<file path="config.mk">
export PLATFORM = sky130hd
export DESIGN_NAME = modbus_rtu_request_framer
export DESIGN_NICKNAME = d
export VERILOG_FILES = /design/src/rtl/mrf_pkg.sv /design/src/rtl/modbus_rtu_request_framer.sv /design/src/rtl/mrf_crc_stage.sv /design/src/rtl/mrf_serializer.sv
export VERILOG_INCLUDE_DIRS = /design/src /design/src/rtl
export SDC_FILE = /design/constraint.sdc
export NUM_CORES = 1
export LEC_CHECK = 0
export ABC_CLOCK_PERIOD_IN_PS = 6200
export BUFFER_PORTS_ARGS = -buffer_cell sky130_fd_sc_hd__buf_4
export CAP_MARGIN = 30
export CORE_MARGIN = 2
export CORE_UTILIZATION = 50
export DETAILED_ROUTE_END_ITERATION = 6
export GPL_ROUTABILITY_DRIVEN = 0
export PLACE_DENSITY = 0.69
export RECOVER_POWER = 25
export SYNTH_ARGS = -nofsm -noshare
export SYNTH_HDL_FRONTEND = slang
export SYNTH_SLANG_ARGS = --single-unit
</file>
<file path="constraint.sdc">
create_clock -name clk -period 6.2 [get_ports clk]
set_clock_uncertainty 0.05 [all_clocks]
set_input_delay 1.24 -clock clk [delete_from_list [all_inputs] [get_ports clk]]
set_output_delay 1.24 -clock clk [all_outputs]
set_load 0.02 [all_outputs]
</file>
<file path="src/rtl/modbus_rtu_request_framer_defines.svh">
// Assertion macros for the Modbus RTU request framer RTL.
// No dependencies; included by the modules that carry assertions.
`ifndef MODBUS_RTU_REQUEST_FRAMER_DEFINES_SVH
`define MODBUS_RTU_REQUEST_FRAMER_DEFINES_SVH

// Same-cycle implication, checked outside reset.
`define MRF_ASSERT_NOW(lbl, ante, cons, msg) \
    lbl: assert property (@(posedge clk) disable iff (!rst_n) (ante) |-> (cons)) \
        else $error(msg);

// Next-cycle implication, checked outside reset.
`define MRF_ASSERT_NEXT(lbl, ante, cons, msg) \
    lbl: assert property (@(posedge clk) disable iff (!rst_n) (ante) |=> (cons)) \
        else $error(msg);

`endif

</file>
<file path="src/rtl/mrf_pkg.sv">
// Types, constants and the CRC-16/MODBUS byte update for the request framer.
// No dependencies.
package mrf_pkg;

    localparam int BODY_BYTES  = 6;
    localparam int FRAME_BYTES = 8;
    localparam int POS_W       = 3;

    localparam logic [15:0]      CRC_INIT = 16'hFFFF;
    localparam logic [15:0]      CRC_POLY = 16'hA001;
    localparam logic [POS_W-1:0] LAST_POS = 3'd7;

    // one request on its way through the CRC pipe
    typedef struct packed {
        logic [BODY_BYTES-1:0][7:0] body;   // body[0] is frame byte 0
        logic [15:0]                crc;
    } mrf_item_t;

    // reflected CRC over one byte, LSB first
    function automatic logic [15:0] crc_byte(input logic [15:0] crc_in,
                                             input logic [7:0]  b);
        logic [15:0] c;
        c = crc_in ^ {8'h00, b};
        for (int k = 0; k < 8; k++) begin
            if (c[0])
                c = (c >> 1) ^ CRC_POLY;
            else
                c = c >> 1;
        end
        return c;
    endfunction

endpackage

</file>
<file path="src/rtl/modbus_rtu_request_framer.sv">
// Top level of the Modbus RTU request framer: CRC pipe plus byte serializer.
// Depends on mrf_pkg, mrf_crc_stage and mrf_serializer.
//
// Usage
//   Slave side: one item per request. s_axis_tdata carries slave_addr,
//   func_code, start_reg and reg_count. Master side: eight items per
//   request, the frame bytes in wire order: slave, function, start hi/lo,
//   count hi/lo, CRC-16/MODBUS lo, CRC hi. tuser gives the byte position,
//   tlast marks the CRC high byte.
//   Pipeline: six CRC stages, one frame byte each, then the serializer;
//   a request is registered in each stage in turn and then loaded into
//   the serializer, whose registers drive the master side.
//   Throughput: set by the serializer, sending one byte per cycle while
//   m_axis_tready is high. The CRC pipe takes a request every cycle unless
//   stalled, and buffers up to six requests while the serializer is busy.
//   Stall: when tready drops the current byte holds; backpressure runs
//   stage by stage up the pipe to s_axis_tready, nothing is dropped.
//   Reset: rst_n (async, active low) empties every stage; no frame in
//   flight survives it.
module modbus_rtu_request_framer
(
    input  logic        clk,
    input  logic        rst_n,
    input  logic        s_axis_tvalid,
    output logic        s_axis_tready,
    input  logic [47:0] s_axis_tdata,   // slave_addr[7:0], func_code[15:8],
                                        // start_reg[31:16], reg_count[47:32]
    output logic        m_axis_tvalid,
    input  logic        m_axis_tready,
    output logic [7:0]  m_axis_tdata,   // frame_byte[7:0]
    output logic [2:0]  m_axis_tuser,   // byte_pos[2:0]
    output logic        m_axis_tlast    // last_byte
);

    localparam int NSTG = mrf_pkg::BODY_BYTES;

    mrf_pkg::mrf_item_t stg_item  [0:NSTG];
    logic               stg_valid [0:NSTG];
    logic               stg_ready [0:NSTG];

    // frame body in wire order; 16-bit fields go big-endian
    always_comb
    begin
        stg_item[0].body[0] = s_axis_tdata[7:0];
        stg_item[0].body[1] = s_axis_tdata[15:8];
        stg_item[0].body[2] = s_axis_tdata[31:24];
        stg_item[0].body[3] = s_axis_tdata[23:16];
        stg_item[0].body[4] = s_axis_tdata[47:40];
        stg_item[0].body[5] = s_axis_tdata[39:32];
        stg_item[0].crc     = mrf_pkg::CRC_INIT;
    end

    assign stg_valid[0]  = s_axis_tvalid;
    assign s_axis_tready = stg_ready[0];

    // stage k folds frame byte k into the CRC
    for (genvar k = 0; k < NSTG; k++)
    begin : g_crc
        mrf_crc_stage u_stage
        (
            .clk       (clk),
            .rst_n     (rst_n),
            .in_valid  (stg_valid[k]),
            .in_ready  (stg_ready[k]),
            .in_item   (stg_item[k]),
            .in_byte   (stg_item[k].body[k]),
            .out_valid (stg_valid[k+1]),
            .out_ready (stg_ready[k+1]),
            .out_item  (stg_item[k+1])
        );
    end

    mrf_serializer u_ser
    (
        .clk           (clk),
        .rst_n         (rst_n),
        .in_valid      (stg_valid[NSTG]),
        .in_ready      (stg_ready[NSTG]),
        .in_item       (stg_item[NSTG]),
        .m_axis_tvalid (m_axis_tvalid),
        .m_axis_tready (m_axis_tready),
        .m_axis_tdata  (m_axis_tdata),
        .m_axis_tuser  (m_axis_tuser),
        .m_axis_tlast  (m_axis_tlast)
    );

endmodule

</file>
<file path="src/rtl/mrf_crc_stage.sv">
// One CRC pipeline stage: folds one frame byte into the running CRC.
// Depends on mrf_pkg.
module mrf_crc_stage
(
    input  logic              clk,
    input  logic              rst_n,
    input  logic              in_valid,
    output logic              in_ready,
    input  mrf_pkg::mrf_item_t in_item,
    input  logic [7:0]        in_byte,
    output logic              out_valid,
    input  logic              out_ready,
    output mrf_pkg::mrf_item_t out_item
);

    logic               valid_reg;
    logic               valid_next;
    mrf_pkg::mrf_item_t item_reg;
    mrf_pkg::mrf_item_t item_next;

    assign in_ready = !valid_reg || out_ready;

    always_comb
    begin
        valid_next = valid_reg;
        item_next  = item_reg;
        if (in_ready)
        begin
            valid_next = in_valid;
            if (in_valid)
            begin
                item_next.body = in_item.body;
                item_next.crc  = mrf_pkg::crc_byte(in_item.crc, in_byte);
            end
        end
    end

    always_ff @(posedge clk or negedge rst_n)
    begin
        if (!rst_n)
            valid_reg <= 1'b0;
        else
            valid_reg <= valid_next;
    end

    always_ff @(posedge clk)
    begin
        item_reg <= item_next;
    end

    assign out_valid = valid_reg;
    assign out_item  = item_reg;

endmodule

</file>
<file path="src/rtl/mrf_serializer.sv">
// Output stage: holds one finished frame and sends it one byte per item.
// Depends on mrf_pkg and modbus_rtu_request_framer_defines.svh.
`include "modbus_rtu_request_framer_defines.svh"

module mrf_serializer
(
    input  logic                      clk,
    input  logic                      rst_n,
    input  logic                      in_valid,
    output logic                      in_ready,
    input  mrf_pkg::mrf_item_t         in_item,
    output logic                      m_axis_tvalid,
    input  logic                      m_axis_tready,
    output logic [7:0]                m_axis_tdata,
    output logic [mrf_pkg::POS_W-1:0] m_axis_tuser,
    output logic                      m_axis_tlast
);

    logic                                    valid_reg;
    logic                                    valid_next;
    logic [mrf_pkg::POS_W-1:0]               cnt_reg;
    logic [mrf_pkg::POS_W-1:0]               cnt_next;
    logic [mrf_pkg::FRAME_BYTES-1:0][7:0]    frame_reg;
    logic [mrf_pkg::FRAME_BYTES-1:0][7:0]    frame_next;
    logic                                    out_fire;
    logic                                    at_end;

    assign out_fire = valid_reg && m_axis_tready;
    assign at_end   = (cnt_reg == mrf_pkg::LAST_POS);
    // next frame loads as the last byte of the current one leaves
    assign in_ready = !valid_reg || (out_fire && at_end);

    always_comb
    begin
        valid_next = valid_reg;
        cnt_next   = cnt_reg;
        frame_next = frame_reg;
        if (in_valid && in_ready)
        begin
            valid_next = 1'b1;
            cnt_next   = '0;
            frame_next = {in_item.crc[15:8], in_item.crc[7:0], in_item.body};
        end
        else if (out_fire)
        begin
            if (at_end)
                valid_next = 1'b0;
            cnt_next = cnt_reg + 1'b1;
        end
    end

    always_ff @(posedge clk or negedge rst_n)
    begin
        if (!rst_n)
        begin
            valid_reg <= 1'b0;
            cnt_reg   <= '0;
        end
        else
        begin
            valid_reg <= valid_next;
            cnt_reg   <= cnt_next;
        end
    end

    always_ff @(posedge clk)
    begin
        frame_reg <= frame_next;
    end

    assign m_axis_tvalid = valid_reg;
    assign m_axis_tdata  = frame_reg[cnt_reg];
    assign m_axis_tuser  = cnt_reg;
    assign m_axis_tlast  = at_end;

    `MRF_ASSERT_NOW(a_last_on_crc_high, m_axis_tvalid, m_axis_tlast == (m_axis_tuser == mrf_pkg::LAST_POS), "tlast not on final byte")
    `MRF_ASSERT_NEXT(a_pos_advances, out_fire && !at_end, valid_reg && (cnt_reg == $past(cnt_reg) + 1'b1), "byte position did not advance")
    `MRF_ASSERT_NEXT(a_load_starts_frame, in_valid && in_ready, valid_reg && (cnt_reg == '0), "new frame did not start at byte zero")

endmodule
</file>
---- Word-level counts from Yosys, hierarchy flattened ----
Cells that the tools add are included.
storage, ports and cells
  register bits ........................... 458
  output and inout bits ................... 14
  logic and storage cells ................. 286
operators by class
  bitwise logic cells ..................... 54
  reduce and logical (&&, ||, !) cells .... 26
  $lt $le $gt $ge ......................... 1
  equality and inequality tests ........... 1
  muxes and demuxes ....................... 139
  add/subtract/negate cells ............... 1
operators with widths
  operator               count
  $mux W16               126
  $not A2 Y3             48
  $mux W14               6
  $xor A16 B8 Y16        5
  $bmux W8 S3            1
  $not A8 Y16            1
  $reduce_and A2 Y1      7
  $mux W8                1
  $logic_not A1 Y1       7
  $logic_or A1 B1 Y1     7
  $mux W3                2
  $lt A3 B4 Y1 const B   1
  $reduce_bool A2 Y1     2
  $add A3 B1 Y3 const B  1
  $eq A3 B3 Y1 const B   1
  $logic_and A1 B1 Y1    3
  $mux W1                3

---- Logic depth before layout (Yosys ltp) ----
  word-level depth ........................ 36
  mapped depth ............................ 6
  gate-level depth less buffers ........... 6

---- Hierarchy ----
From an unflattened synthesis, not the netlist that was laid out.
unflattened totals
  cells, all modules ...................... 644
  area total of the unflattened synthesis .. 15750.1 um^2
modules (own cells, without submodules)
  module                     cells each  area an instance (um^2)  sequential area each (um^2)  times used
  mrf_crc_stage              89          2179.6                   1946.9                       6
  mrf_serializer             109         2668.8                   2021.9                       1
  modbus_rtu_request_framer  1           3.8                      0.0                          1

---- Least setup slack after synthesis ----
No wires, ideal clock.
  path type ............................... input to register
  start ................................... in m_axis_tready
  end ..................................... reg u_ser.frame_reg[0] in the netlist's numbering (enable)
  path buffers ............................ 0
  required time ........................... 5.566 ns
  cell stages on the path ................. 2
  arrival ................................. 6.001 ns
  slack ................................... -0.434 ns
  cells stage by stage .................... nand2_1 -> a21boi_0
between the ends
  cells in the longest elaborated chain, start to end .. 4
RTL lines
  element               RTL line                         text
  start, declared       modbus_rtu_request_framer.sv:29  input logic m_axis_tready,
  $logic_and A1 B1 Y1   mrf_serializer.sv:28             assign out_fire = valid_reg && m_axis_tready;
  $logic_and A1 B1 Y1   mrf_serializer.sv:31             assign in_ready = !valid_reg || (out_fire && at_end);
  $logic_or A1 B1 Y1    mrf_serializer.sv:31
  $logic_and A1 B1 Y1   mrf_serializer.sv:38             if (in_valid && in_ready)
  end signal, assigned  mrf_serializer.sv:68             frame_reg <= frame_next;
  end, declared         mrf_serializer.sv:23             logic [mrf_pkg::FRAME_BYTES-1:0][7:0] frame_reg;
No other way between the ends.
A chain may end at the register's enable or synchronous reset.

---- Final worst setup path ----
  start ................................... reg u_ser.cnt_reg (netlist bit u_ser.m_axis_tuser[2])
  end ..................................... out s_axis_tready
between the ends
  cells in the longest elaborated chain, start to end .. 9
RTL lines
  element                          RTL line                         text
  start, declared                  mrf_serializer.sv:21             logic [mrf_pkg::POS_W-1:0] cnt_reg;
  start signal, assigned           mrf_serializer.sv:62             cnt_reg <= cnt_next;
  $eq A3 B3 Y1                     mrf_serializer.sv:29             assign at_end = (cnt_reg == mrf_pkg::LAST_POS);
  $logic_and A1 B1 Y1              mrf_serializer.sv:31
  $logic_or A1 B1 Y1               mrf_serializer.sv:31
  $logic_or A1 B1 Y1 (6 in a row)  mrf_crc_stage.sv:21              assign in_ready = !valid_reg || out_ready;
  end, declared                    modbus_rtu_request_framer.sv:25  output logic s_axis_tready,
No other way between the ends.

==> tab_implementation.tex <==
\begin{tabular}{lr}
\hline
Metric & Value \\
\hline
\multicolumn{2}{l}{\textbf{Hold path}} \\
Kind of path behind the tightest hold check & reg2reg \\
Worst hold path cell count & 0 \\
\multicolumn{2}{l}{\textbf{STA}} \\
Relative slew slack & 34.4\% \\
Max Clk Rate & 229 MHz \\
Final setup fails & 0 \\
Worst-case hold slack & 0.364 ns \\
Count of pins over their slew limit & 0 \\
Worst Max-Slew Pin Slew & 0.981 ns \\
Setup repair after global routing missed its margin & false \\
Fin Setup TNS & 0 ns \\
Final period utilization & 70.4\% \\
Final Hold Fails & 0 \\
Final min period & 4.36 ns \\
\multicolumn{2}{l}{\textbf{GRT}} \\
Antenna violations before repair & 0 \\
GRT Overall Usage & 13.4\% \\
Met3 track utilization from global routing & 2.37\% \\
Wire length of the first global-routing pass & 33.5 mm \\
Global routing's busiest layer & met1 \\
Grt met2 use & 19.8\% \\
Met1 track demand over resource & 19.9\% \\
Maximum number of pins on one net before global-route repair & 65 \\
Vias in the first global route & 5891 \\
Total congestion overflow after global routing & 0 \\
\multicolumn{2}{l}{\textbf{Setup path}} \\
Cell family with most CP delay & simple AND/OR/NAND/NOR gates \\
Worst setup path endpoint & s\_axis\_tready \\
Crit Reg-Reg Endpoint & g\_crc[1].u\_stage.out\_item[49] \\
Largest fanout on the critical path & 20 \\
Sort of element at the start of the critical path & register \\
Stages on worst setup path & 6 \\
Series of cell instances along the critical path & ha\_1 > nand2\_1 > nand4\_1 > nor2\_1 > nand2\_1 > buf\_4 \\
Capturing element type of the critical path & output port \\
CP max stage cell & sky130\_fd\_sc\_hd\_\_dfrtp\_1 \\
Critical path data required time & 4.91 ns \\
Worst flop-to-flop path startpoint & u\_ser.m\_axis\_tuser[2] \\
Critical Path Source & u\_ser.m\_axis\_tuser[2] \\
Crit path DAT & 3.07 ns \\
Kind of critical path & reg2out \\
CP most frequent cell & sky130\_fd\_sc\_hd\_\_nand2\_1 \\
CP Buf/Inv Count & 1 \\
Flop2flop setup slack & 2.67 ns \\
Register-to-Register Path Depth & 6 \\
Critical Path Max Stage Delay & 0.67 ns \\
\multicolumn{2}{l}{\textbf{Synthesis}} \\
Leading post-synthesis cells by cell area & sky130\_fd\_sc\_hd\_\_edfxtp\_1, sky130\_fd\_sc\_hd\_\_xnor2\_1, sky130\_fd\_sc\_hd\_\_mux4\_2 \\
Commonest register cell after synthesis & sky130\_fd\_sc\_hd\_\_edfxtp\_1 \\
Most instantiated cells after synthesis & sky130\_fd\_sc\_hd\_\_edfxtp\_1, sky130\_fd\_sc\_hd\_\_xnor2\_1, sky130\_fd\_sc\_hd\_\_xor2\_1 \\
Post-synthesis area per instance & 24.0 µm² \\
Share of the synthesized area in the top cell type & 86.0\% \\
Cell type with the highest aggregate area in the netlist & sky130\_fd\_sc\_hd\_\_edfxtp\_1 \\
Number of warning messages in the yosys log & 0 \\
Synthesized Nets & 697 \\
Synthesized instance count & 643 \\
Portion of the post-synthesis area used by sequential elements & 87.6\% \\
Synth unique cells & 29 \\
Most common cell in the synthesized netlist & sky130\_fd\_sc\_hd\_\_edfxtp\_1 \\
Netlist area before placement & 15400 µm² \\
Share of synthesized registers carrying an async set or reset & 2.21\% \\
Number of enable flip-flop cells after synthesis & 442 \\
Synthesized flop and latch total & 452 \\
\multicolumn{2}{l}{\textbf{Placed design}} \\
Total cell area at the placement stage & 16500 µm² \\
Input/output buffers & 65 \\
Detailed-placement wirelength estimate & 14.2 mm \\
\multicolumn{2}{l}{\textbf{Power and ir drop}} \\
Power density normalized to cell area & 389 nW/µm² \\
Logic pwr share & 12.0\% \\
Fraction of power consumed by sequential logic & 54.5\% \\
Design internal power & 5410 µW \\
Static leakage & 0.00587 µW \\
Largest vdd supply drop & 0.226 mV \\
Switching Share & 21.9\% \\
Clock Power Share & 33.5\% \\
Switching power & 1520 µW \\
\multicolumn{2}{l}{\textbf{Layout}} \\
Number of nets in the final layout & 810 \\
Proportion of layout cells with a drive suffix above 1 & 21.0\% \\
Number of flip-flops in the largest register & 378 \\
Multi-input combinational cell area & 1930 µm² \\
Combined flip-flop and latch cell area & 13500 µm² \\
Layout fillers & 2158 \\
Relative area change from synthesis to final layout & 15.5\% \\
Diodes inserted & 0 \\
Design Area, Final & 17800 µm² \\
\multicolumn{2}{l}{\textbf{Detailed routing}} \\
Count of routing violations after the opening detailed-route iteration & 534 \\
Routed vias/inst & 4.75 \\
Number of nets with antenna violations after detailed routing & 0 \\
Via total after detailed routing & 5620 \\
Post-Route WL & 20.8 mm \\
Number of detailed-route iterations in the first pass & 4 \\
Total DRC errors in the routed layout & 0 \\
Routed wirelength normalized by instance count & 17.6 µm \\
\multicolumn{2}{l}{\textbf{Floorplanning}} \\
Initial Util & 50.6\% \\
Die area & 32300 µm² \\
Standard-cell rows & 64 \\
DIE HEIGHT & 180 µm \\
Placeable core region & 30500 µm² \\
Horizontal extent of the die & 180 µm \\
Io pins & 66 \\
\multicolumn{2}{l}{\textbf{Clocking}} \\
Post-CTS setup buffer count & 0 \\
Clk Latency, worst-skew pair & 0.52 ns \\
Root buffer selected by CTS & sky130\_fd\_sc\_hd\_\_clkbuf\_16 \\
Longest Clk Path Bufs & 3 \\
Total of hold buffers inserted after clock tree synthesis & 0 \\
Resized cells post-CTS & 0 \\
Clock transition at the registers of the reported paths & 0.06 ns \\
Num CTS Buffers & 42 \\
H-Tree Depth & 2 \\
Clock tree from TritonCTS & done \\
Clock sink total & 452 \\
\multicolumn{2}{l}{\textbf{Run}} \\
Number of maximum-capacitance violations & 0 \\
\multicolumn{2}{l}{\textbf{Outcome}} \\
Run status & finished clean \\
\hline
\end{tabular}
-- power by group through the flow --
stage | clock network (µW) | registers (µW) | logic [µW]
finish | 2320 | 3780 | 831
global route | 2510 | 3800 | 902
CTS | 2380 | 3800 | 801
detailed placement | 0 | 3860 | 794
global placement | 0 | 3850 | 769
floorplan | 0 | 3800 | 611
-- cells in the final DEF (no fill, tap or decap), types with 7 or more instances in the layout --
master / count
sky130_fd_sc_hd__buf_4: 72
sky130_fd_sc_hd__clkbuf_1: 9
sky130_fd_sc_hd__clkbuf_16: 43
sky130_fd_sc_hd__clkinv_1: 11
sky130_fd_sc_hd__dfrtp_1: 10
sky130_fd_sc_hd__edfxtp_1: 442
sky130_fd_sc_hd__inv_1: 8
sky130_fd_sc_hd__mux2_2: 9
sky130_fd_sc_hd__mux4_2: 16
sky130_fd_sc_hd__xnor2_1: 72
sky130_fd_sc_hd__xnor3_1: 7
sky130_fd_sc_hd__xor2_1: 37
-- metrics by stage --
stage                     utilization (%)  setup slack [ns]  total power [µW]  std cells
after floorplan                         -             0.833              4410        643
after global placement               54.2              2.22              4620       1106
after detailed placement             54.2              2.10              4660       1106
after CTS                            58.3              1.53              6980       1180
after global routing                 58.4              1.68              7210       1182
final                                58.4              1.84              6930       1182
-- area by class of cell --
cell class	count	area share (%)
Multi-Input combinational cell	178	10.8
Tap cell	396	2.78
Timing Repair Buffer	74	3.30
Clock buffer	54	6.38
Inverter	8	0.168
Clock inverter	20	0.688
Sequential cell	452	75.8
-- kinds of logic (layout without fill, tap and decap cells) --
family	count (synthesis)	after routing	share of synthesized area [%]
AO/OA/AOI/OAI	15	15	0.664
buffers and inverters	13	156	0.332
XOR/XNOR	120	120	7.77
AND/OR/NAND/NOR	16	16	0.510
adder cells (fa/ha/maj)	2	2	0.162
flip-flops	452	452	87.6
multiplexers	25	25	2.99
-- worst min-delay path by stage --
| stage | endpoint | startpoint | slack [ns] |
|---|---|---|---|
| after global placement | g_crc[1].u_stage.out_item[54] | g_crc[0].u_stage.out_item[54] | 0.36 |
| final | u_ser.frame_reg[57] | g_crc[5].u_stage.out_item[9] | 0.36 |
| after floorplan | g_crc[1].u_stage.out_item[17] | g_crc[0].u_stage.out_item[17] | 0.35 |
| after CTS | u_ser.frame_reg[54] | g_crc[5].u_stage.out_item[6] | 0.37 |
| after detailed placement | g_crc[1].u_stage.out_item[37] | g_crc[0].u_stage.out_item[37] | 0.35 |
| after global routing | u_ser.frame_reg[55] | g_crc[5].u_stage.out_item[7] | 0.37 |
-- worst register-to-register path, cell delays in order (launching register included) --
cell and delay [ns]:
sky130_fd_sc_hd__dfrtp_1 0.85, sky130_fd_sc_hd__ha_1 0.35, sky130_fd_sc_hd__nand2_1 0.21, sky130_fd_sc_hd__nand4_1 0.30, sky130_fd_sc_hd__nor2_1 0.23, sky130_fd_sc_hd__nor2b_4 0.70
sky130_fd_sc_hd__buf_4 0.50
-- layer usage --
layer / part of all wire [%] / wire, µm
met5: 0 / 0
met4: 2.8 / 589
met2: 46 / 9600
met3: 4.9 / 1030
met1: 46 / 9590
Power figures use the tool's default switching activity.
